## config.mk

```make
export PLATFORM = sky130hd
export DESIGN_NAME = alternating_bit_link_endpoint_unit
export DESIGN_NICKNAME = d
export VERILOG_FILES = /design/src/hdl/abl_pkg.sv /design/src/hdl/abl_core.sv /design/src/hdl/abl_out_reg.sv /design/src/hdl/alternating_bit_link_endpoint_unit.sv
export SDC_FILE = /design/constraint.sdc
export NUM_CORES = 1
export LEC_CHECK = 0
export ABC_AREA = 1
export BUFFER_PORTS_ARGS = -buffer_cell sky130_fd_sc_hd__buf_2
export CAP_MARGIN = 20
export CORE_MARGIN = 2
export CORE_UTILIZATION = 50
export CTS_CLUSTER_DIAMETER = 30
export DETAILED_ROUTE_END_ITERATION = 6
export GPL_TIMING_DRIVEN = 1
export HOLD_SLACK_MARGIN = 0.02
export PLACE_DENSITY = 0.75
export SYNTH_ARGS = -nofsm -noshare
export SYNTH_HDL_FRONTEND = slang
export SYNTH_SLANG_ARGS = --single-unit
```

## constraint.sdc

```tcl
create_clock -name i_clk -period 10.6 [get_ports i_clk]
set_input_delay 0.53 -clock i_clk [delete_from_list [all_inputs] [get_ports i_clk]]
set_output_delay 0.53 -clock i_clk [all_outputs]
set_load 0.01 [all_outputs]
```

## src/hdl/abl_pkg.sv

```systemverilog
// Package for the alternating-bit link endpoint: item types, command codes,
// register indexes and fixed constants. No dependencies.
`timescale 1ns / 1ps

package abl_pkg;

    localparam logic [1:0] CMD_RX_FRAME = 2'd0;
    localparam logic [1:0] CMD_TICK     = 2'd1;
    localparam logic [1:0] CMD_OUT_REQ  = 2'd2;
    localparam logic [1:0] CMD_IN_TAKEN = 2'd3;

    localparam logic [1:0] REG_MAX_PAYLOAD = 2'd0;
    localparam logic [1:0] REG_RUNNING     = 2'd1;
    localparam logic [1:0] REG_DELAY_SHORT = 2'd2;
    localparam logic [1:0] REG_DELAY_LONG  = 2'd3;

    localparam logic [7:0]  MAGIC_BYTE      = 8'hAB;
    localparam logic [8:0]  HDR_BYTES       = 9'd6;
    localparam logic [7:0]  MAX_PAYLOAD_RST = 8'd255;
    localparam logic [15:0] DELAY_SHORT_RST = 16'd512;
    localparam logic [15:0] DELAY_LONG_RST  = 16'd2048;

    typedef struct packed {
        logic [1:0] command;
        logic [7:0] rx_magic;
        logic [7:0] rx_cur;
        logic [7:0] rx_exp;
        logic [7:0] rx_len;
        logic [8:0] rx_frame_len;
        logic [9:0] msg_len;
    } t_in_item;

    typedef struct packed {
        logic       accepted;
        logic       send_frame;
        logic [7:0] tx_cur;
        logic [7:0] tx_exp;
        logic [7:0] tx_len;
        logic [8:0] tx_frame_len;
        logic       deliver;
        logic [7:0] deliver_len;
        logic       out_released;
        logic       in_pending;
        logic       out_pending;
    } t_out_item;

    typedef struct packed {
        logic        valid;
        logic [1:0]  index;
        logic [15:0] data;
    } t_cfg_wr;

endpackage

```

## src/hdl/abl_core.sv

```systemverilog
// Link state registers, configuration registers and per-item next-state logic.
// Depends on abl_pkg.
`timescale 1ns / 1ps

module abl_core #(
    parameter int MAX_FRAME_BYTES = 511
) (
    input  logic               i_clk,
    input  logic               i_rst_n,
    input  logic               i_step,
    input  abl_pkg::t_in_item  i_item,
    input  abl_pkg::t_cfg_wr   i_cfg,
    output abl_pkg::t_out_item o_result
);

    localparam int FCAP = (MAX_FRAME_BYTES > 7) ? (MAX_FRAME_BYTES - 7) : 0;
    localparam logic [7:0] FCAP8 = (FCAP < 255) ? 8'(FCAP) : 8'd255;

    logic [7:0]  r_max_payload, n_max_payload;
    logic        r_running, n_running;
    logic [15:0] r_delay_short, n_delay_short;
    logic [15:0] r_delay_long, n_delay_long;
    logic [7:0]  r_cur_seq, n_cur_seq;
    logic [7:0]  r_exp_seq, n_exp_seq;
    logic        r_out_busy, n_out_busy;
    logic [7:0]  r_out_length, n_out_length;
    logic        r_in_busy, n_in_busy;
    logic        r_ack_due, n_ack_due;
    logic [15:0] r_next_delay, n_next_delay;
    logic [15:0] r_countdown, n_countdown;
    logic        r_timer_armed, n_timer_armed;

    logic        w_emit;
    logic        w_loop;
    logic [7:0]  w_lim;
    logic [7:0]  w_ln;
    logic [8:0]  w_body;
    abl_pkg::t_out_item w_res;

    assign w_lim = (r_max_payload > FCAP8) ? FCAP8 : r_max_payload;

    always_comb begin
        n_max_payload = r_max_payload;
        n_running     = r_running;
        n_delay_short = r_delay_short;
        n_delay_long  = r_delay_long;
        n_cur_seq     = r_cur_seq;
        n_exp_seq     = r_exp_seq;
        n_out_busy    = r_out_busy;
        n_out_length  = r_out_length;
        n_in_busy     = r_in_busy;
        n_ack_due     = r_ack_due;
        n_next_delay  = r_next_delay;
        n_countdown   = r_countdown;
        n_timer_armed = r_timer_armed;
        w_emit        = 1'b0;
        w_loop        = 1'b0;
        w_res         = '0;
        w_body        = i_item.rx_frame_len - abl_pkg::HDR_BYTES;

        if (i_step) begin
            case (i_item.command)
                abl_pkg::CMD_RX_FRAME: begin
                    w_loop = 1'b1;
                    if (i_item.rx_magic == abl_pkg::MAGIC_BYTE) begin
                        if (r_out_busy) begin
                            if (i_item.rx_exp != r_cur_seq) begin
                                n_out_busy = 1'b0;
                                w_res.out_released = 1'b1;
                                n_cur_seq = i_item.rx_exp;
                            end else begin
                                n_next_delay = r_delay_short;
                            end
                        end else begin
                            n_cur_seq = i_item.rx_exp;
                        end
                        if (i_item.rx_frame_len > abl_pkg::HDR_BYTES) begin
                            if (i_item.rx_cur != r_exp_seq) begin
                                n_next_delay = r_delay_short;
                            end else if (i_item.rx_len != 8'd0 &&
                                         {1'b0, i_item.rx_len} <= w_body) begin
                                n_in_busy = 1'b1;
                                w_res.deliver = 1'b1;
                                w_res.deliver_len = i_item.rx_len;
                                n_exp_seq = r_exp_seq + 8'd1;
                                n_ack_due = 1'b1;
                            end
                        end
                    end
                end
                abl_pkg::CMD_TICK: begin
                    if (r_running && r_timer_armed) begin
                        if (r_countdown <= 16'd1) begin
                            w_emit = 1'b1;
                            n_countdown = n_next_delay;
                            n_next_delay = r_delay_long;
                        end else begin
                            n_countdown = r_countdown - 16'd1;
                        end
                    end
                end
                abl_pkg::CMD_OUT_REQ: begin
                    if (!r_out_busy && r_running) begin
                        w_res.accepted = 1'b1;
                        n_out_busy = 1'b1;
                        n_out_length = (i_item.msg_len > 10'd255) ? 8'd255
                                                                  : i_item.msg_len[7:0];
                        n_ack_due = 1'b1;
                        w_loop = 1'b1;
                    end
                end
                abl_pkg::CMD_IN_TAKEN: begin
                    if (r_in_busy) begin
                        n_in_busy = 1'b0;
                        w_loop = 1'b1;
                    end
                end
                default: begin
                end
            endcase

            if (w_loop) begin
                if (r_running) begin
                    if (n_ack_due) begin
                        w_emit = 1'b1;
                    end
                    if (!r_timer_armed || n_next_delay < r_countdown) begin
                        n_countdown = n_next_delay;
                    end
                    n_timer_armed = 1'b1;
                    n_next_delay = r_delay_long;
                end else begin
                    n_timer_armed = 1'b0;
                end
            end

            if (w_emit) begin
                n_ack_due = 1'b0;
            end
        end

        // frame header built from the state as it stands after the event
        w_ln = n_out_busy ? n_out_length : 8'd0;
        if (w_ln > w_lim) begin
            w_ln = w_lim;
        end
        if (w_emit) begin
            w_res.send_frame   = 1'b1;
            w_res.tx_cur       = n_cur_seq;
            w_res.tx_exp       = n_exp_seq;
            w_res.tx_len       = w_ln;
            w_res.tx_frame_len = {1'b0, w_ln} + abl_pkg::HDR_BYTES + {8'd0, w_ln[0]};
        end
        w_res.in_pending  = n_in_busy;
        w_res.out_pending = n_out_busy;

        if (i_cfg.valid) begin
            case (i_cfg.index)
                abl_pkg::REG_MAX_PAYLOAD: n_max_payload = i_cfg.data[7:0];
                abl_pkg::REG_RUNNING: begin
                    n_running = i_cfg.data[0];
                    if (!i_cfg.data[0]) begin
                        n_timer_armed = 1'b0;
                    end else if (!r_timer_armed) begin
                        n_countdown   = r_next_delay;
                        n_timer_armed = 1'b1;
                        n_next_delay  = r_delay_long;
                    end
                end
                abl_pkg::REG_DELAY_SHORT: n_delay_short = i_cfg.data;
                abl_pkg::REG_DELAY_LONG:  n_delay_long  = i_cfg.data;
                default: begin
                end
            endcase
        end
    end

    assign o_result = w_res;

    always_ff @(posedge i_clk) begin
        if (!i_rst_n) begin
            r_max_payload <= abl_pkg::MAX_PAYLOAD_RST;
            r_running     <= 1'b1;
            r_delay_short <= abl_pkg::DELAY_SHORT_RST;
            r_delay_long  <= abl_pkg::DELAY_LONG_RST;
            r_cur_seq     <= '0;
            r_exp_seq     <= '0;
            r_out_busy    <= 1'b0;
            r_out_length  <= '0;
            r_in_busy     <= 1'b0;
            r_ack_due     <= 1'b0;
            r_next_delay  <= abl_pkg::DELAY_SHORT_RST;
            r_countdown   <= '0;
            r_timer_armed <= 1'b0;
        end else begin
            r_max_payload <= n_max_payload;
            r_running     <= n_running;
            r_delay_short <= n_delay_short;
            r_delay_long  <= n_delay_long;
            r_cur_seq     <= n_cur_seq;
            r_exp_seq     <= n_exp_seq;
            r_out_busy    <= n_out_busy;
            r_out_length  <= n_out_length;
            r_in_busy     <= n_in_busy;
            r_ack_due     <= n_ack_due;
            r_next_delay  <= n_next_delay;
            r_countdown   <= n_countdown;
            r_timer_armed <= n_timer_armed;
        end
    end

    a_off_disarmed: assert property (@(posedge i_clk) disable iff (!i_rst_n)
        !r_running |-> !r_timer_armed)
        else $error("timer armed while not running");

    a_frame_even: assert property (@(posedge i_clk) disable iff (!i_rst_n)
        i_step && w_res.send_frame |-> !w_res.tx_frame_len[0] &&
                                       w_res.tx_frame_len >= abl_pkg::HDR_BYTES)
        else $error("bad frame length");

    a_accept_busy: assert property (@(posedge i_clk) disable iff (!i_rst_n)
        i_step && w_res.accepted |=> r_out_busy && !r_ack_due)
        else $error("accepted request not held");

    a_deliver_busy: assert property (@(posedge i_clk) disable iff (!i_rst_n)
        i_step && w_res.deliver |=> r_in_busy && r_exp_seq == $past(r_exp_seq) + 8'd1)
        else $error("delivery did not update inbound state");

endmodule

```

## src/hdl/abl_out_reg.sv

```systemverilog
// Result register toward the output channel, with valid and stall.
// Depends on abl_pkg.
`timescale 1ns / 1ps

module abl_out_reg (
    input  logic               i_clk,
    input  logic               i_rst_n,
    input  logic               i_valid,
    input  abl_pkg::t_out_item i_item,
    output logic               o_ready,
    output logic               o_valid,
    output abl_pkg::t_out_item o_item,
    input  logic               i_stall
);

    logic               r_valid;
    abl_pkg::t_out_item r_item;

    assign o_ready = !r_valid || !i_stall;
    assign o_valid = r_valid;
    assign o_item  = r_item;

    always_ff @(posedge i_clk) begin
        if (!i_rst_n) begin
            r_valid <= 1'b0;
        end else if (o_ready) begin
            r_valid <= i_valid;
        end
    end

    always_ff @(posedge i_clk) begin
        if (o_ready && i_valid) begin
            r_item <= i_item;
        end
    end

endmodule

```

## src/hdl/alternating_bit_link_endpoint_unit.sv

```systemverilog
// Alternating-bit link endpoint: input register, link state core, result register.
// An accepted item passes the input register, the core, then the result register.
// Throughput: 1 item per cycle when not stalled; a state update is one core pass.
// Reset (synchronous, active low) clears the link state and loads register defaults.
// Depends on abl_pkg, abl_core and abl_out_reg.
`timescale 1ns / 1ps

module alternating_bit_link_endpoint_unit #(
    parameter int MAX_FRAME_BYTES = 511
) (
    input  logic               i_clk,
    input  logic               i_rst_n,
    input  logic               i_in_valid,
    output logic               o_in_stall,
    input  abl_pkg::t_in_item  i_in_item,
    output logic               o_out_valid,
    input  logic               i_out_stall,
    output abl_pkg::t_out_item o_out_item,
    input  logic               i_cfg_valid,
    output logic               o_cfg_ready,
    input  logic [1:0]         i_cfg_index,
    input  logic [15:0]        i_cfg_data
);

    logic               r_s1_valid;
    abl_pkg::t_in_item  r_s1_item;
    logic               w_out_ready;
    logic               w_step;
    abl_pkg::t_cfg_wr   w_cfg;
    abl_pkg::t_out_item w_result;

    assign o_cfg_ready = 1'b1;
    assign w_cfg       = {i_cfg_valid, i_cfg_index, i_cfg_data};

    assign w_step     = r_s1_valid && w_out_ready;
    assign o_in_stall = r_s1_valid && !w_out_ready;

    always_ff @(posedge i_clk) begin
        if (!i_rst_n) begin
            r_s1_valid <= 1'b0;
        end else if (!o_in_stall) begin
            r_s1_valid <= i_in_valid;
        end
    end

    always_ff @(posedge i_clk) begin
        if (!o_in_stall && i_in_valid) begin
            r_s1_item <= i_in_item;
        end
    end

    abl_core #(
        .MAX_FRAME_BYTES(MAX_FRAME_BYTES)
    ) u_core (
        .i_clk    (i_clk),
        .i_rst_n  (i_rst_n),
        .i_step   (w_step),
        .i_item   (r_s1_item),
        .i_cfg    (w_cfg),
        .o_result (w_result)
    );

    abl_out_reg u_out (
        .i_clk   (i_clk),
        .i_rst_n (i_rst_n),
        .i_valid (r_s1_valid),
        .i_item  (w_result),
        .o_ready (w_out_ready),
        .o_valid (o_out_valid),
        .o_item  (o_out_item),
        .i_stall (i_out_stall)
    );

endmodule

```

* After elaboration in Yosys (flattened, before gate mapping)
Cells that the tools add are included.
Cells by class: $add $sub $neg 5, magnitude comparators 7, equality and inequality tests 9, muxes and demuxes 87, bitwise logic cells 4, reduce and logical (&&, ||, !) cells 24
Operator list (number):
- $mux W16 | 26
- $mux W8 | 18
- $mux W1 | 36
- $mux W34 | 1
- $pmux W16 S2 | 1
- $le A16 B1 Y1 const B | 1
- $lt A16 B16 Y1 | 1
- $ne A8 B8 Y1 | 2
- $sub A16 B1 Y16 const B | 1
- $gt A10 B8 Y1 const B | 1
- $add A8 B3 Y9 const B | 1
- $add A9 B1 Y9 | 1
- $gt A9 B3 Y1 const B | 1
- $le A8 B9 Y1 | 1
- $mux W9 | 1
- $sub A9 B3 Y9 const B | 1
- $add A8 B1 Y8 const B | 1
- $eq A2 B2 Y1 const B | 4
- $eq A8 B8 Y1 const B | 1
- $gt A8 B8 Y1 | 1
- $gt A8 B8 Y1 const B | 1
- $reduce_and A2 Y1 | 4
- $reduce_bool A8 Y1 | 1
- $logic_and A1 B1 Y1 | 6
- other kinds (10) | 23
Storage, ports and cells: bits in registers 203, output and inout bits 50, word-level logic and storage cells 169

* Longest topological paths before layout
depth in word-level cells 18, depth in mapped cells 29, depth with buffers taken out 28

* Hierarchy
Synthesis repeated with hierarchy kept, for this count alone.
Unflattened totals: cell total of the unflattened synthesis 1220, area, all modules 10506.3 µm²
By module, submodules not included:
- abl_core | times used 1, cells an instance 1102, area an instance 7384.6 µm², sequential area each 2021.9 µm²
- alternating_bit_link_endpoint_unit | times used 1, cells an instance 65, area an instance 1662.8 µm², sequential area each 1611.5 µm²
- abl_out_reg | times used 1, cells an instance 53, area an instance 1458.9 µm², sequential area each 1431.4 µm²

* Worst setup path after synthesis
OpenSTA, ideal clock, no wires.
path type register to register, from reg r_s1_item[11] in the netlist's numbering, to reg u_core.r_countdown[11], setup time 122 ps, data arrival time 3431 ps, data required time 10478 ps, setup slack 7047 ps, cell stages (with the launch flop) 27, period minus slack after synthesis 3553 ps, cell sequence edfxtp_1 ha_1 nor3_4 nand3_2 nand2_2 nor2_2 nand2_2 nand2_1 inv_2 buf_2 nand2_1 o211ai_1 nand3_1 o21ai_0 inv_1 ha_1 nand2_1 inv_1 nand3_1 a31oi_1 a2111oi_0 nand2_2 nand2_4 buf_2 nand3_1 nand3_2 a21oi_2
On the way: word-level cells in the longest chain between the ends 15
RTL lines:
- start: declaration | RTL line alternating_bit_link_endpoint_unit.sv:26 | abl_pkg::t_in_item r_s1_item;
- start signal: assignment | RTL line alternating_bit_link_endpoint_unit.sv:48 | r_s1_item <= i_in_item;
- $gt A9 B3 Y1 (*) | RTL line abl_core.sv:77 | if (i_item.rx_frame_len > abl_pkg::HDR_BYTES) begin
- $mux W16 (*) | RTL line abl_core.sv:77
- $mux W16 (*) | RTL line abl_core.sv:65 | if (i_item.rx_magic == abl_pkg::MAGIC_BYTE) begin
- $pmux W16 S2 (*) | RTL line abl_core.sv:62 | case (i_item.command)
- $mux W16 (*) | RTL line abl_core.sv:61 | if (i_step) begin
- $lt A16 B16 Y1 | RTL line abl_core.sv:127 | if (!r_timer_armed || n_next_delay < r_countdown) begin
- $logic_or A1 B1 Y1 | RTL line abl_core.sv:127
- $mux W16 (*) | RTL line abl_core.sv:127
- $mux W16 (*) | RTL line abl_core.sv:123 | if (r_running) begin
- $mux W16 (*) | RTL line abl_core.sv:122 | if (w_loop) begin
- $mux W16 (*) | RTL line abl_core.sv:61
- $mux W16 | RTL line abl_core.sv:164 | end else if (!r_timer_armed) begin
- $mux W16 | RTL line abl_core.sv:162 | if (!i_cfg.data[0]) begin
- $mux W16 | RTL line abl_core.sv:158 | case (i_cfg.index)
- $mux W16 (*) | RTL line abl_core.sv:157 | if (i_cfg.valid) begin
- end signal: assignment | RTL line abl_core.sv:207 | r_countdown <= n_countdown;
- end: declaration | RTL line abl_core.sv:30 | logic [15:0] r_countdown, n_countdown;
Every way passes the cells marked *; elsewhere a longest branch is shown, timed or not. The select of a mux whose other input is x is not followed. A chain may end at the register's enable or synchronous reset.

* Worst setup path after layout
from reg r_s1_item[52] in the netlist's numbering, to reg u_core.r_countdown[4]
On the way: word-level cells in the longest chain between the ends 13
RTL lines (RTL line):
- $eq A2 B1 Y1 or $logic_not A2 Y1 (tied branches) | abl_core.sv:62
- $pmux W16 S2 | abl_core.sv:62
- $mux W16 | abl_core.sv:61
- $lt A16 B16 Y1 | abl_core.sv:127
- $logic_or A1 B1 Y1 | abl_core.sv:127
- $mux W16 | abl_core.sv:127
- $mux W16 | abl_core.sv:123
- $mux W16 (*) | abl_core.sv:122
- $mux W16 (*) | abl_core.sv:61
- $mux W16 | abl_core.sv:164
- $mux W16 | abl_core.sv:162
- $mux W16 | abl_core.sv:158
- $mux W16 (*) | abl_core.sv:157
Marked as above.

==> results.txt <==
Synth Area in Adders - 4.663%
Commonest cells post-synth - nand2_1, nor2_1, inv_1
CP cell instances - inv_1, ha_1, inv_1, nor2_2, inv_2, nor2_2, inv_2, o21ai_1, o21ai_0, o21a_1, inv_1, ha_1, nand2_1, inv_1, nand3_1, a31oi_1, a2111oi_0, nand2_2, nand2_4, nand2_4, nand2_1, nand3_1, a21oi_1
Top Family by Delay on Critical Path - simple AND/OR/NAND/NOR gates
EDFF count, synth - 99
overall routing resource usage - 26.40%
min Tclk post-route - 5.066 ns
NetSw - 0.0006647 W
FFs w/ async S/R, synth - 0%
hold depth - 1
mux cell area share after synthesis - 0.09326%
Hold Crit Class - in2reg
Rel. slew slack - 27.76%
Synth Area in XOR/XNOR - 1.632%
Final Non-Filler Cells - 1744
row count - 53
Static Leak - 5.763 nW
Slew @ Worst Pin - 1.080 ns
Root Buffer - clkbuf_16
largest stage delay on the critical path - 0.68 ns
endpoints failing setup - 0
H-tree levels - 2
Clk pin slew, worst setup/hold paths - 0.06 ns
DRC Markers - 0
Crit path depth - 23
P per Cell Area - 192.1 nW/um2
drt pass-1 iters - 5
CTS tree - done
Post-Syn Area - 10730 um2
Simple-Gate Fraction of Synth Area - 20.27%
clock share of power - 52.9%
Critical Path End Type - flop
1st-iter DRT viols - 976
max-slew violations - 0
RSZ-0062 raised after global routing - false
max_cap viols - 0
Ys Warns - 0
Post-Place Cells - 1662
Yosys reg bits - 202
Routed Antenna Nets - 0
initial antenna violation count - 2
switching share of power - 26.70%
dominant synthesized flop cell - dfxtp_1
outcome - finished, final reports clean
Post-Syn Area per Cell - 8.180 um2
Yosys top cell by area - edfxtp_1
die area - 22650 um2
combinational family with the most area after synthesis - simple AND/OR/NAND/NOR gates
CP most frequent cell - inv_1
routability cong. - 0.9474
nets@finish - 1549
clock skew - 0.01943 ns
routed wire length - 29950 um
Placed Area - 11500 um2
VDD IR-drop max - 0.0001452 V
P_int - 0.001825 W
maximum clock path buffer count - 3
fin crit share - 47.79%
ranking of synthesized cells by area - edfxtp_1, dfxtp_1, o21ai_0
critical path type - reg2reg
dpl hpwl - 20310 um
CTS sink cnt - 202
Mapped Nets - 1428
largest net degree at the start of global routing - 63
Design Area, Final - 12960 um2
slowest CP cell - nor2_2
fillers - 1794
Seq/Total Area, Yosys - 46.91%
# resized after CTS - 0
Combinational Power Share - 11.5%
CP Max Fanout - 18
Initial Util - 51.06%
ratio of cells with drive above 1 in the final layout - 18.88%
Core ar. - 21020 um2
fmax - 197.4 MHz
count leader, synth - nand2_1
CP required - 11.05 ns
Post-CTS Hold Buffers - 0
Synth top area share - 27.70%
post-synthesis cell type count - 50
DR vias - 9724
Mapped Cells - 1312
GRT Residual Overflow - 0
Seq pwr share - 35.6%
post-synthesis compound-gate area fraction - 17.68%
Crit path buffers/inverters - 6
kind of start point of the critical path - flop
first-pass GRT wire length - 47460 um
Area Overhead vs Synth - 20.75%
input/output buffers - 123
cell depth of the worst flop-to-flop path - 23
Post-CTS Setup Repair Bufs - 0
clk_lat worst skew - 0.53 ns
Fin. Hold Viols - 0
vias in the first global route - 9233
crit path DAT - 5.51 ns
Die H - 150.5 um
Ports - 126
wire per inst - 17.18 um
DR vias/cell - 5.576
Chip Width - 150.5 um
setup TNS - 0 ns
CTS buffer count - 43
registers in the layout (all words and copies together), names as in the netlist, 8 cells and up:
name / flops
r_s1_item: 53
u_out.o_item: 46
u_core.r_countdown: 16
u_core.r_delay_long: 16
u_core.r_delay_short: 16
u_core.r_next_delay: 16
u_core.r_cur_seq: 8
u_core.r_exp_seq: 8
u_core.r_max_payload: 8
u_core.r_out_length: 8
layout by cell type, fill, tap and decap left out, types with 43 or more instances in the layout:
master	n
a21oi_1	82
buf_2	123
clkbuf_16	43
dfxtp_1	103
edfxtp_1	99
inv_1	166
nand2_1	184
nand3_1	50
nor2_1	170
o21ai_0	142
per-stage QoR:
stage                     power, W  setup WS [ns]  hold slack (ns)  util, %
after global routing      0.002581          5.237           0.1574    61.65
after floorplan           0.001095          7.047           0.4294        -
after global placement    0.001169          5.725           0.4530    54.71
after detailed placement  0.001178          5.558           0.4652    54.71
final                     0.002490          5.534           0.1768    61.65
after CTS                 0.002498          5.669           0.1615    61.53
kinds of logic (layout without fill, tap and decap cells):
group | count (synthesis) | in the layout
simple gates | 485 | 485
compound gates | 326 | 326
buf+inv | 236 | 391
flops | 202 | 202
fa+ha+maj | 40 | 40
xor+xnor | 20 | 20
other cells | 2 | 4
mux | 1 | 1
worst paths after layout:
| kind | from | endpoint | slack (ns) |
|---|---|---|---|
| hold reg to reg | u_core.r_ack_due | u_core.r_ack_due | 0.47 |
| setup / recovery | r_s1_item[52] | u_core.r_countdown[4] | 5.53 |
| hold / removal | i_in_item[29] | r_s1_item[29] | 0.18 |
| setup reg to reg | r_s1_item[52] | u_core.r_countdown[4] | 5.53 |
power by group through the flow:
stage               Combinational [W]  Sequential [W]  Clock [W]
floorplan                    0.000201        0.000894          0
global placement             0.000270        0.000899          0
detailed placement           0.000278        0.000900          0
CTS                          0.000280        0.000886    0.00133
global route                 0.000318        0.000889    0.00137
finish                       0.000286        0.000887    0.00132
cell type report:
class	count	area [um2]	area share [%]
clock buffer	53	1144	8.824
tap	275	344.1	2.655
multi-input combinational	874	4775	36.84
inverter	181	679.4	5.242
sequential	202	5035	38.85
antenna	2	5.005	0.03862
timing repair buffer	131	688.2	5.310
clock inverter	26	290.3	2.240
layer usage:
layer	vias up	global-route usage (%)	routed length [um]	share of wire [%]
li1	4668	-	-	-
met1	4520	34.12	12540	42
met2	464	43.18	14200	47
met3	72	6.636	2545	8.5
met4	0	9.057	665	2.2
met5	-	0	0	0
worst register-to-register path: cells and delay by family (launching register included):
kind | cells | cell delay (ns)
and+or+nand+nor | 9 | 1.89
buffers and inverters | 6 | 1.12
AOI/OAI and AO/OA | 6 | 1.10
adders and majority gates | 2 | 0.46
DFF | 1 | 0.43
Power figures use the tool's default switching activity.
